<file path="src/design/ssd_pkg.sv">
`default_nettype none

package ssd_pkg;

    localparam int DEF_MAX_ELEMENTS = 1024;
    localparam int WORD_W           = 32;
    localparam int CNT_W            = 20;
    localparam int Q_DEPTH          = 2;

    typedef enum logic [1:0] {
        OP_LOAD,
        OP_LOAD_LAST,
        OP_UNLOAD
    } t_op;

    typedef struct packed {
        t_op               op;
        logic [WORD_W-1:0] value;
    } t_cmd;

    typedef enum logic [3:0] {
        S_IDLE,
        S_UNLOAD,
        S_FWD_INIT,
        S_FWD_CARRY,
        S_FWD_CMP,
        S_FWD_END,
        S_BWD_INIT,
        S_BWD_CARRY,
        S_BWD_CMP,
        S_BWD_END,
        S_DONE
    } t_state;

    localparam logic RSP_ELEMENT = 1'b0;
    localparam logic RSP_SUMMARY = 1'b1;

endpackage

`default_nettype wire

</file>
<file path="src/design/ssd_req_if.sv">
`default_nettype none

interface ssd_req_if;
    logic               valid;
    logic               ready;
    logic               req_type;
    logic signed [31:0] value;
    logic               is_last_in;

    modport source (output valid, output req_type, output value, output is_last_in,
                    input ready);
    modport sink   (input valid, input req_type, input value, input is_last_in,
                    output ready);
endinterface

`default_nettype wire

</file>
<file path="src/design/ssd_front.sv">
`default_nettype none

module ssd_front import ssd_pkg::*; (
    input  wire logic i_clk,
    input  wire logic i_rst_n,
    ssd_req_if.sink   i_req,
    output logic      o_cmd_valid,
    output t_cmd      o_cmd,
    input  wire logic i_cmd_pop
);

    localparam int PTR_W  = $clog2(Q_DEPTH);
    localparam int FILL_W = $clog2(Q_DEPTH + 1);

    t_cmd              r_q [Q_DEPTH];
    logic [PTR_W-1:0]  r_wr;
    logic [PTR_W-1:0]  r_rd;
    logic [FILL_W-1:0] r_fill;
    t_cmd              s_cmd;
    logic              s_push;
    logic              s_pop;

    always_comb begin
        if (i_req.req_type) begin
            s_cmd.op = OP_UNLOAD;
        end else if (i_req.is_last_in) begin
            s_cmd.op = OP_LOAD_LAST;
        end else begin
            s_cmd.op = OP_LOAD;
        end
        s_cmd.value = i_req.value;
    end

    assign i_req.ready = (r_fill != FILL_W'(Q_DEPTH));
    assign s_push      = i_req.valid && i_req.ready;
    assign o_cmd_valid = (r_fill != '0);
    assign s_pop       = i_cmd_pop && o_cmd_valid;
    assign o_cmd       = r_q[r_rd];

    always_ff @(posedge i_clk) begin
        if (s_push) begin
            r_q[r_wr] <= s_cmd;
        end
        if (!i_rst_n) begin
            r_wr   <= '0;
            r_rd   <= '0;
            r_fill <= '0;
        end else begin
            if (s_push) begin
                r_wr <= r_wr + 1'b1;
            end
            if (s_pop) begin
                r_rd <= r_rd + 1'b1;
            end
            if (s_push && !s_pop) begin
                r_fill <= r_fill + 1'b1;
            end else if (s_pop && !s_push) begin
                r_fill <= r_fill - 1'b1;
            end
        end
    end

endmodule

`default_nettype wire

</file>
<file path="src/flat_wrapper.sv">
// flat-port wrapper written by rule: the top's interface ports become plain ports
module ssd_front_flat import ssd_pkg::*;
  (i_clk, i_rst_n, o_cmd_valid, o_cmd, i_cmd_pop, i_req_valid, i_req_req_type, i_req_value, i_req_is_last_in, i_req_ready);
  ssd_req_if i_req_i ();
  input  wire logic i_clk;
  input  wire logic i_rst_n;
  output logic o_cmd_valid;
  output t_cmd o_cmd;
  input  wire logic i_cmd_pop;
  input wire logic [$bits(i_req_i.valid)-1:0] i_req_valid;
  input wire logic [$bits(i_req_i.req_type)-1:0] i_req_req_type;
  input wire logic [$bits(i_req_i.value)-1:0] i_req_value;
  input wire logic [$bits(i_req_i.is_last_in)-1:0] i_req_is_last_in;
  output wire logic [$bits(i_req_i.ready)-1:0] i_req_ready;
  assign i_req_i.valid = i_req_valid;
  assign i_req_i.req_type = i_req_req_type;
  assign i_req_i.value = i_req_value;
  assign i_req_i.is_last_in = i_req_is_last_in;
  assign i_req_ready = i_req_i.ready;
  ssd_front u_core (.i_clk(i_clk), .i_rst_n(i_rst_n), .i_req(i_req_i), .o_cmd_valid(o_cmd_valid), .o_cmd(o_cmd), .i_cmd_pop(i_cmd_pop));
endmodule
</file>
<file path="config.mk">
export PLATFORM = sky130hd
export DESIGN_NAME = ssd_front_flat
export DESIGN_NICKNAME = d
export VERILOG_FILES = /design/src/design/ssd_pkg.sv /design/src/design/ssd_req_if.sv /design/src/design/ssd_front.sv /design/src/flat_wrapper.sv
export SDC_FILE = /design/constraint.sdc
export NUM_CORES = 1
export LEC_CHECK = 0
export ABC_AREA = 1
export BUFFER_PORTS_ARGS = -buffer_cell sky130_fd_sc_hd__clkbuf_2
export CORE_ASPECT_RATIO = 0.9
export CORE_MARGIN = 5
export CORE_UTILIZATION = 58
export CTS_BUF_LIST = sky130_fd_sc_hd__clkbuf_8
export DETAILED_ROUTE_END_ITERATION = 10
export GPL_TIMING_DRIVEN = 0
export PLACE_DENSITY = 0.93
export SLEW_MARGIN = 20
export SYNTH_ARGS = -nofsm -noshare
export SYNTH_HDL_FRONTEND = slang
export SYNTH_SLANG_ARGS = --single-unit
</file>
<file path="constraint.sdc">
create_clock -name i_clk -period 5.1 [get_ports i_clk]
set_input_delay 1.02 -clock i_clk [delete_from_list [all_inputs] [get_ports i_clk]]
set_output_delay 1.02 -clock i_clk [all_outputs]
set_load 0.005 [all_outputs]
</file>
=== Yosys cells after proc, flatten, opt, wreduce, memory -nomap -nowiden ===
Memory sizes are Yosys's and may differ from the RTL's. A register that Yosys moved wholly into a read port is not among the register bits.
Index checks and enable logic that the tools add are counted.

* Output and inout bits: 36
* Word-level logic and storage cells: 25
* Register bits after elaboration: 4
* Memories kept: 1
* RAM bits: 68
* Input port bits: 38

* Mux-type cells: 8
* Reduce and logical (&&, ||, !) cells: 8
* Equality and inequality tests: 1
* Add/subtract/negate cells: 4

{| class="wikitable"
|+ Memory list
! memory !! words !! bits a word !! read ports !! clocked after memory_dff !! wr ports !! RTL line !! text
|-
| u_core.r_q || 2 || 34 || 1 || 1 || 1 || ssd_front.sv:15 || <nowiki>t_cmd r_q [Q_DEPTH];</nowiki>
|}

{| class="wikitable"
|+ Operators by type and width
! operator !! count
|-
| 2-bit two-way mux || 3
|-
| 1-bit two-way mux || 5
|-
| 1-bit logical AND || 4
|-
| 2-bit nonzero test || 2
|-
| 1-bit adder, second input constant || 2
|-
| 2-bit by 1-bit adder with 2-bit output, second input constant || 1
|-
| 1-bit logical NOT || 2
|-
| 2-bit != test, second input constant || 1
|-
| 2-bit by 1-bit subtractor with 2-bit output, second input constant || 1
|}

=== Logic depth before layout (Yosys ltp) ===
Gate-level depths: netlist of run 1.

* Word-level depth: 6
* Gate-level depth with buffers: 11
* Gate-level depth less buffers: 11

=== Least setup slack after synthesis of run 1 ===
Ideal clock, no wire load.

* Path type: input -> register
* Start point: input i_req_valid
* End point: memory u_core.r_q[0][0] (netlist bit) (enable)
* Required time: 4.675 ns
* Slack: 2.128 ns
* Library setup time: 0.425 ns
* Stages: 2
* Arrival time: 2.547 ns
* Path buffers: 0
* Cell sequence: nand2_1 nor2_1

* Word-level cells in the longest chain between the ends: 3

{| class="wikitable"
|+ Ends and longest elaborated chain
! what !! RTL line !! text
|-
| start, declared || flat_wrapper.sv:10 || <nowiki>input wire logic [$bits(i_req_i.valid)-1:0] i_req_valid;</nowiki>
|-
| 1-bit logical AND || ssd_front.sv:35 || <nowiki>assign s_push = i_req.valid && i_req.ready;</nowiki>
|-
| 1-bit two-way mux || ssd_front.sv:41 || <nowiki>if (s_push) begin</nowiki>
|-
| 1-bit two-way mux (implied by the code) || ssd_front.sv:42 || <nowiki>r_q[r_wr] <= s_cmd;</nowiki>
|-
| end, declared || ssd_front.sv:15 ||
|}

Every way passes these cells.

==> results of run 1 <==
final cells by class:
cell class	instances	share of cell area, %
multi-input combinational	59	17.6
tap	65	2.30
timing repair buffer	75	11.5
clock inverter	7	1.59
sequential	73	60.5
clock buffer	9	3.50
inverter	9	0.954
buffer	4	2.01
routing by layer:
metal	routed length (um)	vias to the layer above
met3	261	9
met1	1800	707
met2	2400	51
met4	95	0
met5	0	-
li1	-	718
cell usage in the layout, fill, tap and decap left out, drive strengths merged:
master and instances:
nand2 9, inv 12, clkinv 3, buf 6, edfxtp 68, nor2 9, clkbuf 82, bufinv 1
o21a 1, mux2 34, o21ai 2, a21oi 1, ha 1, nand4 1, dfxtp 5, nand3 1
worst min-delay path, stage by stage, from the launching register on:
cell	delay [ns]
dfxtp_1	0.34
nor2_1	0.06
nor2_1	0.09
synth_stat cells:
master,n
o21ai_0,2
nand4_1,1
buf_6,1
edfxtp_1,68
nand2_1,9
o21a_1,1
dfxtp_1,5
a21oi_1,1
inv_1,9
ha_1,1
nor2_1,9
mux2_2,4
buf_12,3
mux2_4,30
nand3_1,1
power by group through the flow:
stage / Sequential (mW) / Combinational, mW / Clock, mW
2_1_floorplan: 0.793 / 0.294 / 0
3_3_place_gp: 0.798 / 0.425 / 0
3_5_place_dp: 0.798 / 0.457 / 0
4_1_cts: 0.786 / 0.458 / 0.415
5_1_grt: 0.793 / 0.491 / 0.451
6_report: 0.785 / 0.449 / 0.409
logic make-up after synthesis:
kind of cell | Yosys count | synth area share (%)
AO/OA/AOI/OAI | 4 | 0.788
adder cells (fa/ha/maj) | 1 | 0.438
buffers and inverters | 13 | 3.68
flip-flops | 73 | 75.0
multiplexers | 34 | 17.3
AND/OR/NAND/NOR | 20 | 2.76
sequential cells by signal, summed over array words and instances (netlist names), named ones only:
signal	count
u_core.r_wr	1
u_core.r_rd	1
u_core.r_fill	2
u_core.r_q	68
final timing paths:
kind	slack [ns]	depth (start not counted)	end
worst min-delay path	0.52	2	u_core.r_rd$_SDFFE_PN0P_
worst min register to register	0.52	2	u_core.r_rd$_SDFFE_PN0P_
worst max register to register	3.33	5	u_core.r_q[0][30]$_DFFE_PP_
worst max-delay path	2.70	4	o_cmd[33]
==> flow_metrics.env, run 1 <==
export IMPL_comb_power_share_pct=27.3
export IMPL_cp_arrival_ns=1.38
export IMPL_power_frac_clock_pct=24.9
export IMPL_fin_crit_sh_pct=47.2
export IMPL_p_leak_nw=1.46
export IMPL_end_kind="primary output"
export IMPL_seqPwrFrac_pct=47.8
export IMPL_r2r_start="u_core.r_fill[0]$_SDFFE_PN0P_"
export IMPL_seq_area_mm2=0.00214
export IMPL_syn_avg_cell_area_um2=19.7
export IMPL_clock_sinks=73
export IMPL_hpwlAfterDp_um=3260
export IMPL_cp_max_fo=10
export IMPL_nets=270
export IMPL_cts_root_buf="clkbuf_8"
export IMPL_wl_per_cell_um=15.1
export IMPL_num_fill_cells=337
export IMPL_die_w_um=84.0
export IMPL_yosysTopAreaCell="edfxtp_1"
export IMPL_num_rows=24
export IMPL_dr_pass1_iters=4
export IMPL_track_usage_pct=15.4
export IMPL_portBuffers=73
export IMPL_hold_class="flip-flop to flip-flop"
export IMPL_powerDensity_mw_per_mm2=464
export IMPL_fp_dieH_um=76.6
export IMPL_whs_ns=0.518
export IMPL_ir_drop_uv=321
export IMPL_hp_start="u_core.r_rd$_SDFFE_PN0P_"
export IMPL_fin_tns_setup_ns=0
export IMPL_hold_viol=0
export IMPL_n_antenna_cell=0
export IMPL_die_area_mm2=0.00643
export IMPL_place_inst=285
export IMPL_ys_ff_latch=73
export IMPL_path_buf_inv=3
export IMPL_status="complete, no violations"
export IMPL_met2_usage_pct=26.8
export IMPL_grt_busiest_layer="met2"
export IMPL_cts_hold_repair_buffers=0
export IMPL_p_int_mw=1.22
export IMPL_cts_clk_slew_worst_paths_ns=0.07
export IMPL_worst_slack_ns=2.70
export IMPL_relSlewSlack_pct=57.5
export IMPL_htree_levels=3
export IMPL_ant_nets=0
export IMPL_first_iter_violations=56
export IMPL_slew_viol_final=0
export IMPL_pin_count=74
export IMPL_yosysUniqueCellTypes=15
export IMPL_grt_max_degree=22
export IMPL_area_growth_pct=24.0
export IMPL_p_total_mw=1.64
export IMPL_placed_cell_area_mm2=0.00336
export IMPL_syn_nets=184
export IMPL_fmax_mhz=416
export IMPL_drv_cap=0
export IMPL_dp_slack_ns=2.75
export IMPL_yosys_warnings=0
export IMPL_finalSetupViolations=0
export IMPL_syn_area_mm2=0.00286
export IMPL_numCtsBuffers=9
export IMPL_crit_chain="buf_6, buf_12, mux2_4, clkbuf_2"
export IMPL_viasPerCell=4.93
export IMPL_final_layout_size_suffix_gt1_share_pct=54.2
export IMPL_multiInputGateArea_um2=624
export IMPL_switchingPower_uw=421
export IMPL_worstMarginPinSlew_ns=0.636
export IMPL_start_kind="flip-flop"
export IMPL_core_area_mm2=0.00480
export IMPL_grt_pass1_wl_um=7550
export IMPL_syn_inst=145
export IMPL_finalCriticalPeriod_ns=2.40
export IMPL_cts_resized_gates=0
export IMPL_clock_path_buffers=2
export IMPL_post_cts_buffers=0
export IMPL_crit_family="buffers and inverters"
export IMPL_drcViolationCount=0
export IMPL_wirelength_um=4560
export IMPL_worstSetupPathType="flip-flop to primary output"
export IMPL_yosysTopAreaCellShare_pct=71.5
export IMPL_gp_congestion=0.682
export IMPL_antenna_found_initial=0
export IMPL_utilization_pct=73.7
export IMPL_vias=1485
export IMPL_grt_ovfl_total=0
export IMPL_slowest_delay_ns=0.33
export IMPL_fin_cells=301
export IMPL_seq_area_frac_synth_pct=75.0
export IMPL_grt_met1_usage_pct=17.5
export IMPL_switching_share_pct=25.6
export IMPL_fin_worst_skew_ns=0.00831
export IMPL_use_met3_pct=4.43
export IMPL_cpMaxStageDelayCell="dfxtp_1"
export IMPL_start_util_pct=59.5
export IMPL_grt_pass1_vias=1563
export IMPL_clk_latency_ns=0.32
export IMPL_yosys_top_cells_area="edfxtp_1, mux2_4, dfxtp_1, buf_12, mux2_2"
export IMPL_worstPathRequired_ns=4.08
export IMPL_rsz0062_at_grt="no"
export IMPL_cts_tree="yes"
export IMPL_fin_area_mm2=0.00354
Note: power is estimated with default switching activity, not from simulation.
==> inputs of run 2 (changes only) <==
--- a/config.mk
+++ b/config.mk
@@ -9,11 +9,11 @@
 export BUFFER_PORTS_ARGS = -buffer_cell sky130_fd_sc_hd__clkbuf_2
 export CORE_ASPECT_RATIO = 0.9
 export CORE_MARGIN = 5
-export CORE_UTILIZATION = 58
+export CORE_UTILIZATION = 49
 export CTS_BUF_LIST = sky130_fd_sc_hd__clkbuf_8
 export DETAILED_ROUTE_END_ITERATION = 10
 export GPL_TIMING_DRIVEN = 0
-export PLACE_DENSITY = 0.93
+export PLACE_DENSITY = 0.85
 export SLEW_MARGIN = 20
 export SYNTH_ARGS = -nofsm -noshare
 export SYNTH_HDL_FRONTEND = slang
==> constraint.sdc (replaced) <==
create_clock -name i_clk -period 2.2 [get_ports i_clk]
set_input_delay 0.44 -clock i_clk [delete_from_list [all_inputs] [get_ports i_clk]]
set_output_delay 0.44 -clock i_clk [all_outputs]
set_load 0.005 [all_outputs]
==> flow_metrics.env, run 2 (synthesis results as in run 1) <==
export IMPL_clock_sinks=73
export IMPL_rsz0062_at_grt="no"
export IMPL_post_cts_buffers=0
export IMPL_biggestRegsByFlops="u_core.r_q: 68 flops, u_core.r_fill: 2 flops"
export IMPL_die_w_um=90.5
export IMPL_grt_max_degree=19
export IMPL_cts_root_buf="clkbuf_8"
export IMPL_fp_dieH_um=82.4
export IMPL_ant_nets=0
export IMPL_cts_clk_slew_worst_paths_ns=0.07
export IMPL_num_rows=26
export IMPL_largest_reg_flops=68
export IMPL_drv_cap=0
export IMPL_num_fill_cells=408
export IMPL_powerDensity_mw_per_mm2=1120
export IMPL_slew_viol_final=0
export IMPL_p_total_mw=4.05
export IMPL_final_common_cell="clkbuf_2"
export IMPL_grt_pass1_wl_um=6950
export IMPL_worstPathRequired_ns=1.76
export IMPL_hp_start="i_req_value[10]"
export IMPL_hold_viol=0
export IMPL_worstSetupPathType="flip-flop to primary output"
export IMPL_finalSetupViolations=0
export IMPL_first_iter_violations=36
export IMPL_portBuffers=73
export IMPL_drcViolationCount=0
export IMPL_htree_levels=3
export IMPL_wl_per_cell_um=14.5
export IMPL_clock_path_buffers=2
export IMPL_viasPerCell=4.84
export IMPL_wirelength_um=4440
export IMPL_start_kind="flip-flop"
export IMPL_fin_cells=306
export IMPL_p_leak_nw=1.48
export IMPL_cp_arrival_ns=1.39
export IMPL_cts_resized_gates=0
export IMPL_core_area_mm2=0.00566
export IMPL_start_util_pct=50.5
export IMPL_vias=1480
export IMPL_numCtsBuffers=9
export IMPL_cp_max_fo=10
export IMPL_place_inst=290
export IMPL_pin_count=74
export IMPL_antenna_found_initial=0
export IMPL_gp_congestion=0.661
export IMPL_hold_class="input pin to flip-flop"
export IMPL_final_layout_size_suffix_gt1_share_pct=54.2
export IMPL_cts_hold_repair_buffers=0
export IMPL_n_antenna_cell=0
export IMPL_utilization_pct=63.8
export IMPL_cts_tree="yes"
export IMPL_nets=270
export IMPL_worst_slack_ns=0.372
export IMPL_seq_area_mm2=0.00214
export IMPL_multiInputGateArea_um2=624
export IMPL_track_usage_pct=12.5
export IMPL_final_cell_mix="clkbuf_2, edfxtp_1, mux2_4"
export IMPL_clk_latency_ns=0.33
export IMPL_hpwlAfterDp_um=3260
export IMPL_largest_register="u_core.r_q"
export IMPL_fmax_mhz=547
export IMPL_relSlewSlack_pct=60.1
export IMPL_dr_pass1_iters=4
export IMPL_status="complete, no violations"
export IMPL_grt_ovfl_total=0
export IMPL_grt_pass1_vias=1491
export IMPL_dp_slack_ns=0.449
export IMPL_ir_drop_uv=720
export IMPL_worstMarginPinSlew_ns=0.597
export IMPL_end_kind="primary output"
export IMPL_fin_crit_sh_pct=83.1
export IMPL_finalCriticalPeriod_ns=1.83
export IMPL_die_area_mm2=0.00746
export IMPL_area_growth_pct=26.5
export IMPL_fin_worst_skew_ns=0.00630
export IMPL_r2r_start="u_core.r_fill[0]$_SDFFE_PN0P_"
-- run 2: report_power, final --
part           switching (mW)  leakage, nW  total [mW]  internal, mW
Sequential             0.0615        0.676        1.82          1.76
Combinational           0.468        0.686        1.05         0.582
Clock                   0.443        0.120        1.19         0.743
-- run 2: stage by stage --
step	hold WS [ns]	setup TNS (ns)	cell area (um^2)
6_report	0.294	0	3610
3_5_place_dp	0.499	0	3380
4_1_cts	0.269	0	3610
2_1_floorplan	0.467	-17.17	2860
3_3_place_gp	0.481	-70.43	3310
5_1_grt	0.264	0	3610
-- run 2: final cells by class --
type,count,share of cell area [%]
inverter,9,0.935
tap,70,2.42
timing repair buffer,75,11.6
clock inverter,7,3.05
sequential,73,59.3
buffer,4,1.97
clock buffer,9,3.43
multi-input combinational,59,17.3
-- run 2: path summary, 6_finish.rpt --
path                                                    end  slack (ns)  cells after the start
worst min register to register     u_core.r_rd$_SDFFE_PN0P_        0.51                      2
worst max-delay path                              o_cmd[26]        0.37                      4
worst max register to register  u_core.r_q[1][17]$_DFFE_PP_        0.47                      5
worst min-delay path            u_core.r_q[1][10]$_DFFE_PP_        0.29                      1
-- run 2: routing by layer --
metal  share of wire (%)  vias up  wire length, um  track usage [%]
li1                    -      715                -                -
met1                  41      705             1800             14.5
met2                  51       51             2240             20.2
met3                 6.6        9              292             3.80
met4                 2.3        0              102             8.93
met5                   0        -                0                0
-- run 2: worst max-delay path, stage by stage (launching register included) --
cell and delay (ns):
dfxtp_1 0.32, buf_6 0.16, buf_12 0.16, mux2_4 0.31, clkbuf_2 0.11
